File: src/rtl/rse_pkg.sv
// Shared types and codes for the RPN stack evaluator.
`default_nettype none

package rse_pkg;

   localparam int REQ_DATA_W = 32;
   localparam int REQ_USER_W = 3;
   localparam int RSP_DATA_W = 40;
   localparam int RSP_USER_W = 1;
   localparam int WORD_W     = 32;
   localparam int VALUE_W    = 31;

   localparam logic [2:0] OPC_PUSH   = 3'd0;
   localparam logic [2:0] OPC_ADD    = 3'd1;
   localparam logic [2:0] OPC_SUB    = 3'd2;
   localparam logic [2:0] OPC_MUL    = 3'd3;
   localparam logic [2:0] OPC_DIV    = 3'd4;
   localparam logic [2:0] OPC_FINISH = 3'd5;

   localparam logic [2:0] ST_OK           = 3'd0;
   localparam logic [2:0] ST_FEW          = 3'd1;
   localparam logic [2:0] ST_FULL         = 3'd2;
   localparam logic [2:0] ST_DIVZERO      = 3'd3;
   localparam logic [2:0] ST_BADOP        = 3'd4;
   localparam logic [2:0] ST_FINISH_DEPTH = 3'd5;

   typedef enum logic [2:0] {
      KIND_PUSH,
      KIND_ADD,
      KIND_SUB,
      KIND_MUL,
      KIND_DIV,
      KIND_FINISH,
      KIND_BAD
   } kind_type;

   typedef struct packed {
      kind_type           kind;
      logic [VALUE_W-1:0] value;
   } item_type;

   typedef enum logic [1:0] {
      BK_IDLE,
      BK_EXEC,
      BK_DIV,
      BK_RESP
   } state_type;

endpackage

`default_nettype wire

File: src/rtl/rse_front.sv
// Front end: accepts request items, decodes the opcode and queues them.
`default_nettype none

module rse_front (
   input  wire                               clock,
   input  wire                               reset,
   input  wire                               req_tvalid,
   output logic                              req_tready,
   input  wire  [rse_pkg::REQ_DATA_W-1:0]    req_tdata,   // [30:0] operand_value, [31] zero
   input  wire  [rse_pkg::REQ_USER_W-1:0]    req_tuser,   // [2:0] opcode
   output logic                              item_valid,
   output rse_pkg::item_type                 item,
   input  wire                               item_pop
);
   import rse_pkg::*;

   item_type   queue_ff [2];
   logic [1:0] cnt_ff, cnt_in;
   logic       wr_ptr_ff, wr_ptr_in;
   logic       rd_ptr_ff, rd_ptr_in;
   logic       push, pop;
   item_type   decoded;

   always_comb begin
      decoded.value = req_tdata[VALUE_W-1:0];
      unique case (req_tuser)
         OPC_PUSH:   decoded.kind = KIND_PUSH;
         OPC_ADD:    decoded.kind = KIND_ADD;
         OPC_SUB:    decoded.kind = KIND_SUB;
         OPC_MUL:    decoded.kind = KIND_MUL;
         OPC_DIV:    decoded.kind = KIND_DIV;
         OPC_FINISH: decoded.kind = KIND_FINISH;
         default:    decoded.kind = KIND_BAD;
      endcase
   end

   assign req_tready = (cnt_ff != 2'd2);
   assign item_valid = (cnt_ff != 2'd0);
   assign item       = queue_ff[rd_ptr_ff];
   assign push       = req_tvalid && req_tready;
   assign pop        = item_pop && item_valid;

   always_comb begin
      wr_ptr_in = push ? !wr_ptr_ff : wr_ptr_ff;
      rd_ptr_in = pop ? !rd_ptr_ff : rd_ptr_ff;
      cnt_in    = cnt_ff;
      if (push && !pop) begin
         cnt_in = cnt_ff + 2'd1;
      end else if (pop && !push) begin
         cnt_in = cnt_ff - 2'd1;
      end
   end

   always_ff @(posedge clock) begin
      if (reset) begin
         cnt_ff    <= 2'd0;
         wr_ptr_ff <= 1'b0;
         rd_ptr_ff <= 1'b0;
      end else begin
         cnt_ff    <= cnt_in;
         wr_ptr_ff <= wr_ptr_in;
         rd_ptr_ff <= rd_ptr_in;
      end
   end

   always_ff @(posedge clock) begin
      if (push) begin
         queue_ff[wr_ptr_ff] <= decoded;
      end
   end

endmodule

`default_nettype wire

File: src/rtl/rse_divider.sv
// Signed 32-bit divider, truncating, one quotient bit per cycle.
`default_nettype none

module rse_divider (
   input  wire                            clock,
   input  wire                            reset,
   input  wire                            start,
   input  wire  [rse_pkg::WORD_W-1:0]     dividend,
   input  wire  [rse_pkg::WORD_W-1:0]     divisor,
   output logic                           done,
   output logic [rse_pkg::WORD_W-1:0]     quotient
);
   import rse_pkg::*;

   localparam int STEP_W = $clog2(WORD_W);
   localparam logic [STEP_W-1:0] LAST_STEP = STEP_W'(WORD_W - 1);

   logic              active_ff, active_in;
   logic              done_ff, done_in;
   logic [STEP_W-1:0] step_ff, step_in;
   logic [WORD_W-1:0] rem_ff, rem_in;
   logic [WORD_W-1:0] dvd_ff, dvd_in;
   logic [WORD_W-1:0] dvs_ff, dvs_in;
   logic              neg_ff, neg_in;
   logic [WORD_W:0]   rem_sh, diff;
   logic              q_bit;

   function automatic logic [WORD_W-1:0] magnitude(logic [WORD_W-1:0] v);
      return v[WORD_W-1] ? (WORD_W'(0) - v) : v;
   endfunction

   assign rem_sh = {rem_ff, dvd_ff[WORD_W-1]};
   assign diff   = rem_sh - {1'b0, dvs_ff};
   assign q_bit  = !diff[WORD_W];

   always_comb begin
      active_in = active_ff;
      done_in   = 1'b0;
      step_in   = step_ff;
      rem_in    = rem_ff;
      dvd_in    = dvd_ff;
      dvs_in    = dvs_ff;
      neg_in    = neg_ff;
      if (start) begin
         active_in = 1'b1;
         step_in   = '0;
         rem_in    = '0;
         dvd_in    = magnitude(dividend);
         dvs_in    = magnitude(divisor);
         neg_in    = dividend[WORD_W-1] ^ divisor[WORD_W-1];
      end else if (active_ff) begin
         rem_in  = q_bit ? diff[WORD_W-1:0] : rem_sh[WORD_W-1:0];
         dvd_in  = {dvd_ff[WORD_W-2:0], q_bit};
         step_in = step_ff + STEP_W'(1);
         if (step_ff == LAST_STEP) begin
            active_in = 1'b0;
            done_in   = 1'b1;
         end
      end
   end

   always_ff @(posedge clock) begin
      if (reset) begin
         active_ff <= 1'b0;
         done_ff   <= 1'b0;
      end else begin
         active_ff <= active_in;
         done_ff   <= done_in;
      end
   end

   always_ff @(posedge clock) begin
      step_ff <= step_in;
      rem_ff  <= rem_in;
      dvd_ff  <= dvd_in;
      dvs_ff  <= dvs_in;
      neg_ff  <= neg_in;
   end

   assign done     = done_ff;
   // most negative / -1 wraps back to most negative here
   assign quotient = neg_ff ? (WORD_W'(0) - dvd_ff) : dvd_ff;

endmodule

`default_nettype wire

File: src/rtl/rse_back.sv
// Back end: stack memory, arithmetic sequencer and response register.
`default_nettype none

module rse_back #(
   parameter int STACK_DEPTH = 16
) (
   input  wire                               clock,
   input  wire                               reset,
   input  wire                               item_valid,
   input  rse_pkg::item_type                 item,
   output logic                              item_pop,
   output logic                              rsp_tvalid,
   input  wire                               rsp_tready,
   output logic [rse_pkg::RSP_DATA_W-1:0]    rsp_tdata,
   output logic [rse_pkg::RSP_USER_W-1:0]    rsp_tuser
);
   import rse_pkg::*;

   localparam int CW = $clog2(STACK_DEPTH + 1);
   localparam int AW = $clog2(STACK_DEPTH);
   localparam logic [CW-1:0] FULL_CNT = CW'(STACK_DEPTH);

   // top of stack lives in top_ff; the memory holds the entries below it
   logic [WORD_W-1:0] stack_mem [STACK_DEPTH];

   state_type         state_ff, state_in;
   kind_type          kind_ff, kind_in;
   logic [CW-1:0]     count_ff, count_in;
   logic [WORD_W-1:0] top_ff, top_in;
   logic [WORD_W-1:0] rd_data_ff;
   logic              rsp_valid_ff, rsp_valid_in;
   logic [RSP_DATA_W-1:0] rsp_data_ff, rsp_data_in;
   logic              rsp_final_ff, rsp_final_in;

   logic              wr_en;
   logic [AW-1:0]     wr_addr, rd_addr;
   logic [CW-1:0]     cnt_m1, cnt_m2;
   logic [WORD_W-1:0] shown_top;
   logic              out_free;
   logic              div_start, div_done;
   logic [WORD_W-1:0] div_quot;

   function automatic logic [RSP_DATA_W-1:0] pack_rsp(logic [2:0] st, logic [CW-1:0] cnt,
                                                      logic [WORD_W-1:0] tv);
      logic [31:0] cnt_wide;
      cnt_wide = 32'(cnt);
      return {cnt_wide[4:0], tv, st};
   endfunction

   assign cnt_m1    = count_ff - CW'(1);
   assign cnt_m2    = count_ff - CW'(2);
   assign wr_addr   = cnt_m1[AW-1:0];
   assign rd_addr   = cnt_m2[AW-1:0];
   assign shown_top = (count_ff == '0) ? '0 : top_ff;
   assign out_free  = !rsp_valid_ff || rsp_tready;

   rse_divider u_div (
      .clock    (clock),
      .reset    (reset),
      .start    (div_start),
      .dividend (rd_data_ff),
      .divisor  (top_ff),
      .done     (div_done),
      .quotient (div_quot)
   );

   always_comb begin
      state_in     = state_ff;
      kind_in      = kind_ff;
      count_in     = count_ff;
      top_in       = top_ff;
      rsp_valid_in = rsp_valid_ff && !rsp_tready;
      rsp_data_in  = rsp_data_ff;
      rsp_final_in = rsp_final_ff;
      item_pop     = 1'b0;
      wr_en        = 1'b0;
      div_start    = 1'b0;

      unique case (state_ff)
         BK_IDLE: begin
            if (item_valid && out_free) begin
               item_pop     = 1'b1;
               kind_in      = item.kind;
               rsp_valid_in = 1'b1;
               rsp_final_in = 1'b0;
               unique case (item.kind)
                  KIND_PUSH: begin
                     if (count_ff == FULL_CNT) begin
                        rsp_data_in = pack_rsp(ST_FULL, count_ff, shown_top);
                     end else begin
                        wr_en       = (count_ff != '0);
                        top_in      = {1'b0, item.value};
                        count_in    = CW'(count_ff + CW'(1));
                        rsp_data_in = pack_rsp(ST_OK, count_in, top_in);
                     end
                  end
                  KIND_ADD, KIND_SUB, KIND_MUL, KIND_DIV: begin
                     if (count_ff < CW'(2)) begin
                        rsp_data_in = pack_rsp(ST_FEW, count_ff, shown_top);
                     end else if (item.kind == KIND_DIV && top_ff == '0) begin
                        rsp_data_in = pack_rsp(ST_DIVZERO, count_ff, shown_top);
                     end else begin
                        // second operand is read from memory this cycle
                        rsp_valid_in = rsp_valid_ff && !rsp_tready;
                        state_in     = BK_EXEC;
                     end
                  end
                  KIND_FINISH: begin
                     rsp_final_in = 1'b1;
                     if (count_ff == CW'(1)) begin
                        count_in    = '0;
                        rsp_data_in = pack_rsp(ST_OK, '0, top_ff);
                     end else begin
                        rsp_data_in = pack_rsp(ST_FINISH_DEPTH, count_ff, shown_top);
                     end
                  end
                  default: begin
                     rsp_data_in = pack_rsp(ST_BADOP, count_ff, shown_top);
                  end
               endcase
            end
         end
         BK_EXEC: begin
            unique case (kind_ff)
               KIND_ADD: begin
                  top_in   = rd_data_ff + top_ff;
                  count_in = cnt_m1;
                  state_in = BK_RESP;
               end
               KIND_SUB: begin
                  top_in   = rd_data_ff - top_ff;
                  count_in = cnt_m1;
                  state_in = BK_RESP;
               end
               KIND_MUL: begin
                  top_in   = rd_data_ff * top_ff;
                  count_in = cnt_m1;
                  state_in = BK_RESP;
               end
               KIND_DIV: begin
                  div_start = 1'b1;
                  state_in  = BK_DIV;
               end
               default: begin
                  state_in = BK_IDLE;
               end
            endcase
         end
         BK_DIV: begin
            if (div_done) begin
               top_in   = div_quot;
               count_in = cnt_m1;
               state_in = BK_RESP;
            end
         end
         BK_RESP: begin
            if (out_free) begin
               rsp_valid_in = 1'b1;
               rsp_final_in = 1'b0;
               rsp_data_in  = pack_rsp(ST_OK, count_ff, top_ff);
               state_in     = BK_IDLE;
            end
         end
         default: begin
            state_in = BK_IDLE;
         end
      endcase
   end

   always_ff @(posedge clock) begin
      if (reset) begin
         state_ff     <= BK_IDLE;
         count_ff     <= '0;
         rsp_valid_ff <= 1'b0;
      end else begin
         state_ff     <= state_in;
         count_ff     <= count_in;
         rsp_valid_ff <= rsp_valid_in;
      end
   end

   always_ff @(posedge clock) begin
      kind_ff      <= kind_in;
      top_ff       <= top_in;
      rsp_data_ff  <= rsp_data_in;
      rsp_final_ff <= rsp_final_in;
   end

   always_ff @(posedge clock) begin
      if (wr_en) begin
         stack_mem[wr_addr] <= top_ff;
      end
      rd_data_ff <= stack_mem[rd_addr];
   end

   assign rsp_tvalid = rsp_valid_ff;
   assign rsp_tdata  = rsp_data_ff;
   assign rsp_tuser  = rsp_final_ff;

endmodule

`default_nettype wire

File: src/rtl/rpn_stack_evaluator.sv
// RPN stack evaluator: request queue front end and stack engine back end.
//
// Request channel req_*: one item per handshake, opcode in req_tuser and the
// push value in req_tdata. A two-entry queue takes items while the engine
// works, so req_tready drops only when the queue is full.
// Result channel rsp_*: exactly one item per request, in request order:
// status, top of stack and depth in rsp_tdata, the finish flag in rsp_tuser.
// Push, finish and every failing item are answered straight from the idle
// state; add, subtract and multiply take one stack memory read, then the
// ALU, then the result register; divide runs through the one-bit-per-cycle
// divider (32 steps plus issue, start, capture and result).
// Throughput: one item per cycle for push, finish and failures while the
// output is free; arithmetic items hold off the next one until answered.
// Reset empties the queue and the stack; no clearing pass is needed.
// When rsp_tready is low the result holds in its output register; the
// engine stops before the next result and the queue keeps filling until
// req_tready drops.
`default_nettype none

module rpn_stack_evaluator #(
   parameter int STACK_DEPTH = 16
) (
   input  wire                               clock,
   input  wire                               reset,
   input  wire                               req_tvalid,
   output logic                              req_tready,
   input  wire  [rse_pkg::REQ_DATA_W-1:0]    req_tdata,   // [30:0] operand_value, [31] zero
   input  wire  [rse_pkg::REQ_USER_W-1:0]    req_tuser,   // [2:0] opcode
   output logic                              rsp_tvalid,
   input  wire                               rsp_tready,
   output logic [rse_pkg::RSP_DATA_W-1:0]    rsp_tdata,   // [2:0] status, [34:3] top_value,
                                                          // [39:35] stack_depth
   output logic [rse_pkg::RSP_USER_W-1:0]    rsp_tuser    // [0] is_final
);
   import rse_pkg::*;

   logic     item_valid;
   item_type item;
   logic     item_pop;

   rse_front u_front (
      .clock      (clock),
      .reset      (reset),
      .req_tvalid (req_tvalid),
      .req_tready (req_tready),
      .req_tdata  (req_tdata),
      .req_tuser  (req_tuser),
      .item_valid (item_valid),
      .item       (item),
      .item_pop   (item_pop)
   );

   rse_back #(
      .STACK_DEPTH (STACK_DEPTH)
   ) u_back (
      .clock      (clock),
      .reset      (reset),
      .item_valid (item_valid),
      .item       (item),
      .item_pop   (item_pop),
      .rsp_tvalid (rsp_tvalid),
      .rsp_tready (rsp_tready),
      .rsp_tdata  (rsp_tdata),
      .rsp_tuser  (rsp_tuser)
   );

endmodule

`default_nettype wire

File: config.mk
export PLATFORM = sky130hd
export DESIGN_NAME = rpn_stack_evaluator
export DESIGN_NICKNAME = d
export VERILOG_FILES = /design/src/rtl/rse_pkg.sv /design/src/rtl/rse_front.sv /design/src/rtl/rse_divider.sv /design/src/rtl/rse_back.sv /design/src/rtl/rpn_stack_evaluator.sv
export SDC_FILE = /design/constraint.sdc
export NUM_CORES = 2
export LEC_CHECK = 0
export ABC_AREA = 0
export BUFFER_PORTS_ARGS = -buffer_cell sky130_fd_sc_hd__buf_2
export CAP_MARGIN = 40
export CELL_PAD_IN_SITES_DETAIL_PLACEMENT = 0
export CELL_PAD_IN_SITES_GLOBAL_PLACEMENT = 1
export CORE_UTILIZATION = 57
export CTS_CLUSTER_SIZE = 25
export DETAILED_ROUTE_END_ITERATION = 16
export PLACE_DENSITY = 0.88
export SYNTH_ARGS = -nofsm -noshare
export SYNTH_HDL_FRONTEND = slang
export SYNTH_SLANG_ARGS = --single-unit
File: constraint.sdc
create_clock -name clock -period 17 [get_ports clock]
set_input_delay 3.4 -clock clock [delete_from_list [all_inputs] [get_ports clock]]
set_output_delay 3.4 -clock clock [all_outputs]
set_load 0.02 [all_outputs]
==> impl_results.html <==
<table>
<tr><th>Metric</th><th>Value</th></tr>
<tr><th colspan="2">Floorplan</th></tr>
<tr><td>Die area</td><td>92300 um^2</td></tr>
<tr><td>Initial standard-cell utilization of the core</td><td>57.6%</td></tr>
<tr><td>Die width</td><td>304 um</td></tr>
<tr><td>Cell Rows</td><td>110</td></tr>
<tr><td>Die extent in y</td><td>304 um</td></tr>
<tr><td>Top-level I/O count</td><td>82</td></tr>
<tr><td>Floorplan Core Area</td><td>90100 um^2</td></tr>
<tr><th colspan="2">Placement</th></tr>
<tr><td>Count of buffers inserted at the top-level ports</td><td>80</td></tr>
<tr><td>Final weighted congestion in routability-driven placement</td><td>0.898</td></tr>
<tr><td>Sum of net half-perimeters after detailed placement</td><td>87400 um</td></tr>
<tr><th colspan="2">Logic synthesis</th></tr>
<tr><td>Most frequently used flop master after synthesis</td><td>sky130_fd_sc_hd__edfxtp_1</td></tr>
<tr><td>Post-synthesis xor/xnor area fraction</td><td>4.52%</td></tr>
<tr><td>Largest area contributor in the synthesized netlist</td><td>sky130_fd_sc_hd__edfxtp_1</td></tr>
<tr><td>Yosys synthesis warning count</td><td>0</td></tr>
<tr><td>Simple-gate portion of the synthesized area</td><td>10.4%</td></tr>
<tr><td>Dominant combinational cell family by area after synthesis</td><td>adder cells</td></tr>
<tr><td>Count of different cell masters after synthesis</td><td>67</td></tr>
<tr><td>Seq/Total Area, Yosys</td><td>44.9%</td></tr>
<tr><td>Synthesized-area fraction occupied by ao, oa, aoi and oai cells</td><td>6.41%</td></tr>
<tr><td>Most used standard cells in the synthesized netlist</td><td>721 x sky130_fd_sc_hd__edfxtp_1, 442 x sky130_fd_sc_hd__inv_1, 441 x sky130_fd_sc_hd__nand2_1</td></tr>
<tr><td>Post-synthesis net count</td><td>4896</td></tr>
<tr><td>Cell types with the largest area share after synthesis</td><td>sky130_fd_sc_hd__edfxtp_1 42%, sky130_fd_sc_hd__fa_1 16%, sky130_fd_sc_hd__mux4_2 6.9%</td></tr>
<tr><td>Arithmetic-cell share of the synthesized area counting full adders, half adders and majority gates</td><td>20.8%</td></tr>
<tr><td>Async set-or-reset flop fraction in the synthesized netlist</td><td>0%</td></tr>
<tr><td>Post-Synthesis Cells</td><td>4240</td></tr>
<tr><td>Most frequent cell after synthesis</td><td>sky130_fd_sc_hd__edfxtp_1</td></tr>
<tr><td>Count of flip-flops with a built-in enable after synthesis</td><td>721</td></tr>
<tr><td>Mean instance size in the synthesized netlist</td><td>12.2 um^2</td></tr>
<tr><td>Share of synthesized area spent on multiplexers</td><td>7.98%</td></tr>
<tr><td>Area of the mapped netlist</td><td>51900 um^2</td></tr>
<tr><td>Number of register bits inferred by synthesis</td><td>805</td></tr>
<tr><td>Synth top area share</td><td>41.7%</td></tr>
<tr><th colspan="2">Setup path</th></tr>
<tr><td>Endpoint of the worst setup timing path</td><td>u_back.top_ff[31]</td></tr>
<tr><td>Data required time at the worst endpoint</td><td>17.37 ns</td></tr>
<tr><td>Launch point of the worst reg-to-reg path</td><td>u_back.top_ff[3]</td></tr>
<tr><td>Worst setup path startpoint</td><td>u_back.top_ff[3]</td></tr>
<tr><td>Worst reg2reg endpoint</td><td>u_back.top_ff[31]</td></tr>
<tr><td>Critical Path AT</td><td>8.88 ns</td></tr>
<tr><td>Launching element type of the critical path</td><td>flip-flop</td></tr>
<tr><td>Number of cells on the worst reg-to-reg path</td><td>26</td></tr>
<tr><td>Element type at the critical path end</td><td>flip-flop</td></tr>
<tr><td>Register-to-register path setup slack</td><td>8.49 ns</td></tr>
<tr><td>Maximum net fanout on the critical path</td><td>33</td></tr>
<tr><td>Worst Path Class, Setup</td><td>reg -&gt; reg</td></tr>
<tr><th colspan="2">Global route</th></tr>
<tr><td>Global route overflow</td><td>0</td></tr>
<tr><td>Largest net degree at the start of global routing</td><td>108</td></tr>
<tr><td>Vias in the first global route</td><td>34927</td></tr>
<tr><td>Wire length of the first global-routing pass</td><td>213000 um</td></tr>
<tr><td>Aggregate global-route resource usage</td><td>30.6%</td></tr>
<tr><td>Number of antenna violations at the first check in global routing</td><td>4</td></tr>
<tr><th colspan="2">Finish</th></tr>
<tr><td>Number of nets in the finished design</td><td>4922</td></tr>
<tr><td>Layout overhead on the synthesized area</td><td>8.96%</td></tr>
<tr><td>Number of filler cells placed in the layout</td><td>6620</td></tr>
<tr><td>Ratio of cells with drive above 1 in the final layout</td><td>11.8%</td></tr>
<tr><th colspan="2">STA</th></tr>
<tr><td>Worst rel slew slack</td><td>31.2%</td></tr>
<tr><td>Final setup violation count</td><td>0</td></tr>
<tr><td>Setup repair after global routing missed its margin</td><td>false</td></tr>
<tr><td>Worst Tran Pin Value</td><td>1.03 ns</td></tr>
<tr><td>Final Hold Viols</td><td>0</td></tr>
<tr><td>Post-layout minimum cycle time</td><td>8.51 ns</td></tr>
<tr><td>Sum of negative setup slack</td><td>0 ns</td></tr>
<tr><td>Final-report max-slew violation count</td><td>0</td></tr>
<tr><td>Clock Skews</td><td>0.0514 ns</td></tr>
<tr><td>Share of the cycle needed by the critical path after routing</td><td>50.0%</td></tr>
<tr><td>Highest clock frequency the design can meet</td><td>0.118 GHz</td></tr>
<tr><th colspan="2">Detailed routing</th></tr>
<tr><td>Routed Wire Length</td><td>140000 um</td></tr>
<tr><td>Via-per-instance ratio</td><td>6.16</td></tr>
<tr><td>Average wire per cell in the routed design</td><td>25.3 um</td></tr>
<tr><td>Initial detailed-routing violation count</td><td>3531</td></tr>
<tr><td>DRC violations left</td><td>0</td></tr>
<tr><td>Via Count</td><td>33986</td></tr>
<tr><td>Number of search-and-repair iterations in the first detailed-routing pass</td><td>6</td></tr>
<tr><td>Post-route antenna net violation count</td><td>0</td></tr>
<tr><th colspan="2">Clock network</th></tr>
<tr><td>Hold buffers post-CTS</td><td>0</td></tr>
<tr><td>Skew-Pair Late Insertion Delay</td><td>0.66 ns</td></tr>
<tr><td>Count of cells resized by post-cts repair</td><td>0</td></tr>
<tr><td>CTS max path bufs</td><td>3</td></tr>
<tr><td>Clk sink count</td><td>805</td></tr>
<tr><td>Clock-pin slew on the worst setup and hold paths</td><td>0.07 ns</td></tr>
<tr><td>Buffers inserted by post-CTS timing repair</td><td>0</td></tr>
<tr><td>Clock tree root driver cell</td><td>sky130_fd_sc_hd__clkbuf_16</td></tr>
<tr><td>Number of buffers inserted during clock tree synthesis</td><td>82</td></tr>
<tr><td>Max H-tree Level</td><td>3</td></tr>
<tr><td>TritonCTS clock tree</td><td>built</td></tr>
<tr><th colspan="2">Flow run</th></tr>
<tr><td>Max-cap violations</td><td>0</td></tr>
<tr><th colspan="2">Run status</th></tr>
<tr><td>Status</td><td>finished, final reports clean</td></tr>
<tr><th colspan="2">Min path</th></tr>
<tr><td>Path category of the worst min-delay check</td><td>reg -&gt; reg</td></tr>
</table>
## worst min path at each step
| stage | cells after the start | slack [ns] | startpoint | endpoint |
|---|---|---|---|---|
| 4_1_cts | 2 | 0.50 | u_front.cnt_ff[1] | u_front.cnt_ff[1] |
| 2_1_floorplan | 2 | 0.47 | u_back.u_div.step_ff[4] | u_back.u_div.step_ff[4] |
| 3_5_place_dp | 2 | 0.49 | u_front.cnt_ff[1] | u_front.cnt_ff[1] |
| 6_report | 2 | 0.51 | u_back.u_div.rem_ff[9] | u_back.u_div.rem_ff[9] |
| 3_3_place_gp | 2 | 0.48 | u_back.u_div.step_ff[4] | u_back.u_div.step_ff[4] |
| 5_1_grt | 2 | 0.53 | u_front.rd_ptr_ff | u_front.rd_ptr_ff |
## sequential cells by signal (all words and copies together), names as in the netlist, 2 cells and up, named ones only
name,count
u_back.count_ff,5
u_back.stack_mem,512
u_front.queue_ff,68
u_back.kind_ff,3
u_back.u_div.dvd_ff,32
u_back.u_div.rem_ff,32
u_back.u_div.dvs_ff,32
u_back.u_div.step_ff,5
u_back.rd_data_ff,32
u_front.cnt_ff,2
u_back.rsp_tdata,40
u_back.top_ff,32
## worst max-delay path: stages, from the launching register on
cell                       delay (ns)
sky130_fd_sc_hd__edfxtp_1        0.89
sky130_fd_sc_hd__buf_4           0.53
sky130_fd_sc_hd__and2_1          0.22
sky130_fd_sc_hd__fa_1            0.41
sky130_fd_sc_hd__inv_1           0.08
sky130_fd_sc_hd__fa_1            0.42
sky130_fd_sc_hd__fa_1            0.49
sky130_fd_sc_hd__fa_1            0.55
sky130_fd_sc_hd__inv_1           0.05
sky130_fd_sc_hd__fa_1            0.50
sky130_fd_sc_hd__inv_1           0.06
sky130_fd_sc_hd__fa_1            0.54
sky130_fd_sc_hd__inv_1           0.05
sky130_fd_sc_hd__fa_1            0.50
sky130_fd_sc_hd__fa_1            0.44
sky130_fd_sc_hd__ha_1            0.35
sky130_fd_sc_hd__a21o_1          0.21
sky130_fd_sc_hd__a21o_1          0.18
sky130_fd_sc_hd__a21oi_1         0.17
sky130_fd_sc_hd__o21ai_0         0.09
sky130_fd_sc_hd__a31oi_1         0.36
sky130_fd_sc_hd__o31ai_1         0.14
sky130_fd_sc_hd__o21ai_0         0.36
sky130_fd_sc_hd__xnor2_1         0.14
sky130_fd_sc_hd__nand2_1         0.09
sky130_fd_sc_hd__o221ai_1        0.11
sky130_fd_sc_hd__a211o_1         0.26
## kinds of logic (layout without fill, tap and decap cells)
| logic type | after synthesis | in the layout |
|---|---|---|
| xor+xnor | 268 | 268 |
| mux | 213 | 213 |
| simple gates | 1103 | 1103 |
| buf+inv | 685 | 778 |
| compound gates | 549 | 549 |
| flops | 805 | 805 |
| other cells | 0 | 4 |
| fa+ha+maj | 617 | 617 |
## cell usage in the layout, fill, tap and decap left out, types with 11 or more instances in the layout
master	netlist	routed
sky130_fd_sc_hd__edfxtp_1	721	721
sky130_fd_sc_hd__inv_1	442	442
sky130_fd_sc_hd__nand2_1	441	441
sky130_fd_sc_hd__fa_1	410	410
sky130_fd_sc_hd__and2_1	314	314
sky130_fd_sc_hd__ha_1	207	206
sky130_fd_sc_hd__o21ai_0	202	202
sky130_fd_sc_hd__mux4_2	160	160
sky130_fd_sc_hd__xnor2_1	157	156
sky130_fd_sc_hd__a21oi_1	143	143
sky130_fd_sc_hd__nor2_1	157	140
sky130_fd_sc_hd__xor2_1	111	110
sky130_fd_sc_hd__buf_4	0	98
sky130_fd_sc_hd__clkbuf_16	0	82
sky130_fd_sc_hd__dfxtp_1	84	80
sky130_fd_sc_hd__buf_2	0	80
sky130_fd_sc_hd__mux2i_1	46	46
sky130_fd_sc_hd__a21o_1	36	36
sky130_fd_sc_hd__nor3_1	31	31
sky130_fd_sc_hd__nand2b_1	25	25
sky130_fd_sc_hd__o31ai_1	25	25
sky130_fd_sc_hd__clkbuf_1	224	25
sky130_fd_sc_hd__or3_1	23	23
sky130_fd_sc_hd__nand3_1	23	22
sky130_fd_sc_hd__a211oi_1	19	19
sky130_fd_sc_hd__a221oi_1	18	18
sky130_fd_sc_hd__nor2b_1	17	17
sky130_fd_sc_hd__o21a_1	16	16
sky130_fd_sc_hd__nor2_4	0	16
sky130_fd_sc_hd__a31oi_1	14	14
sky130_fd_sc_hd__and3_1	11	11
sky130_fd_sc_hd__clkinv_2	0	11
## metal layers
layer	track usage [%]	part of all wire [%]
met1	43.2	40
met5	0	0
met2	47.6	45
met3	6.21	11
met4	11.0	3.9
## cell type report
cell class	instances	area (um^2)	area share, %
multi-input combinational	2750	26200	46.3
sequential	805	23300	41.3
clock buffer	115	2260	3.99
inverter	444	1670	2.95
tap	1176	1470	2.60
timing repair buffer	183	1260	2.22
clock inverter	36	384	0.679
antenna	4	10.0	0.0177
## stage by stage
step	worst slack (ns)	cell area, um^2	utilization (%)	hold slack, ns	cells
2_1_floorplan	9.50	51900	-	0.467	4240
3_3_place_gp	8.63	53800	59.7	0.479	5354
3_5_place_dp	8.60	53900	59.8	0.493	5358
4_1_cts	8.50	56600	62.8	0.505	5509
5_1_grt	8.15	56600	62.8	0.534	5512
6_report	8.49	56600	62.8	0.509	5513
Power is left out: the tool's default activity adds up to more than one toggle a clock period on the data nets, which glitch-free logic cannot reach.
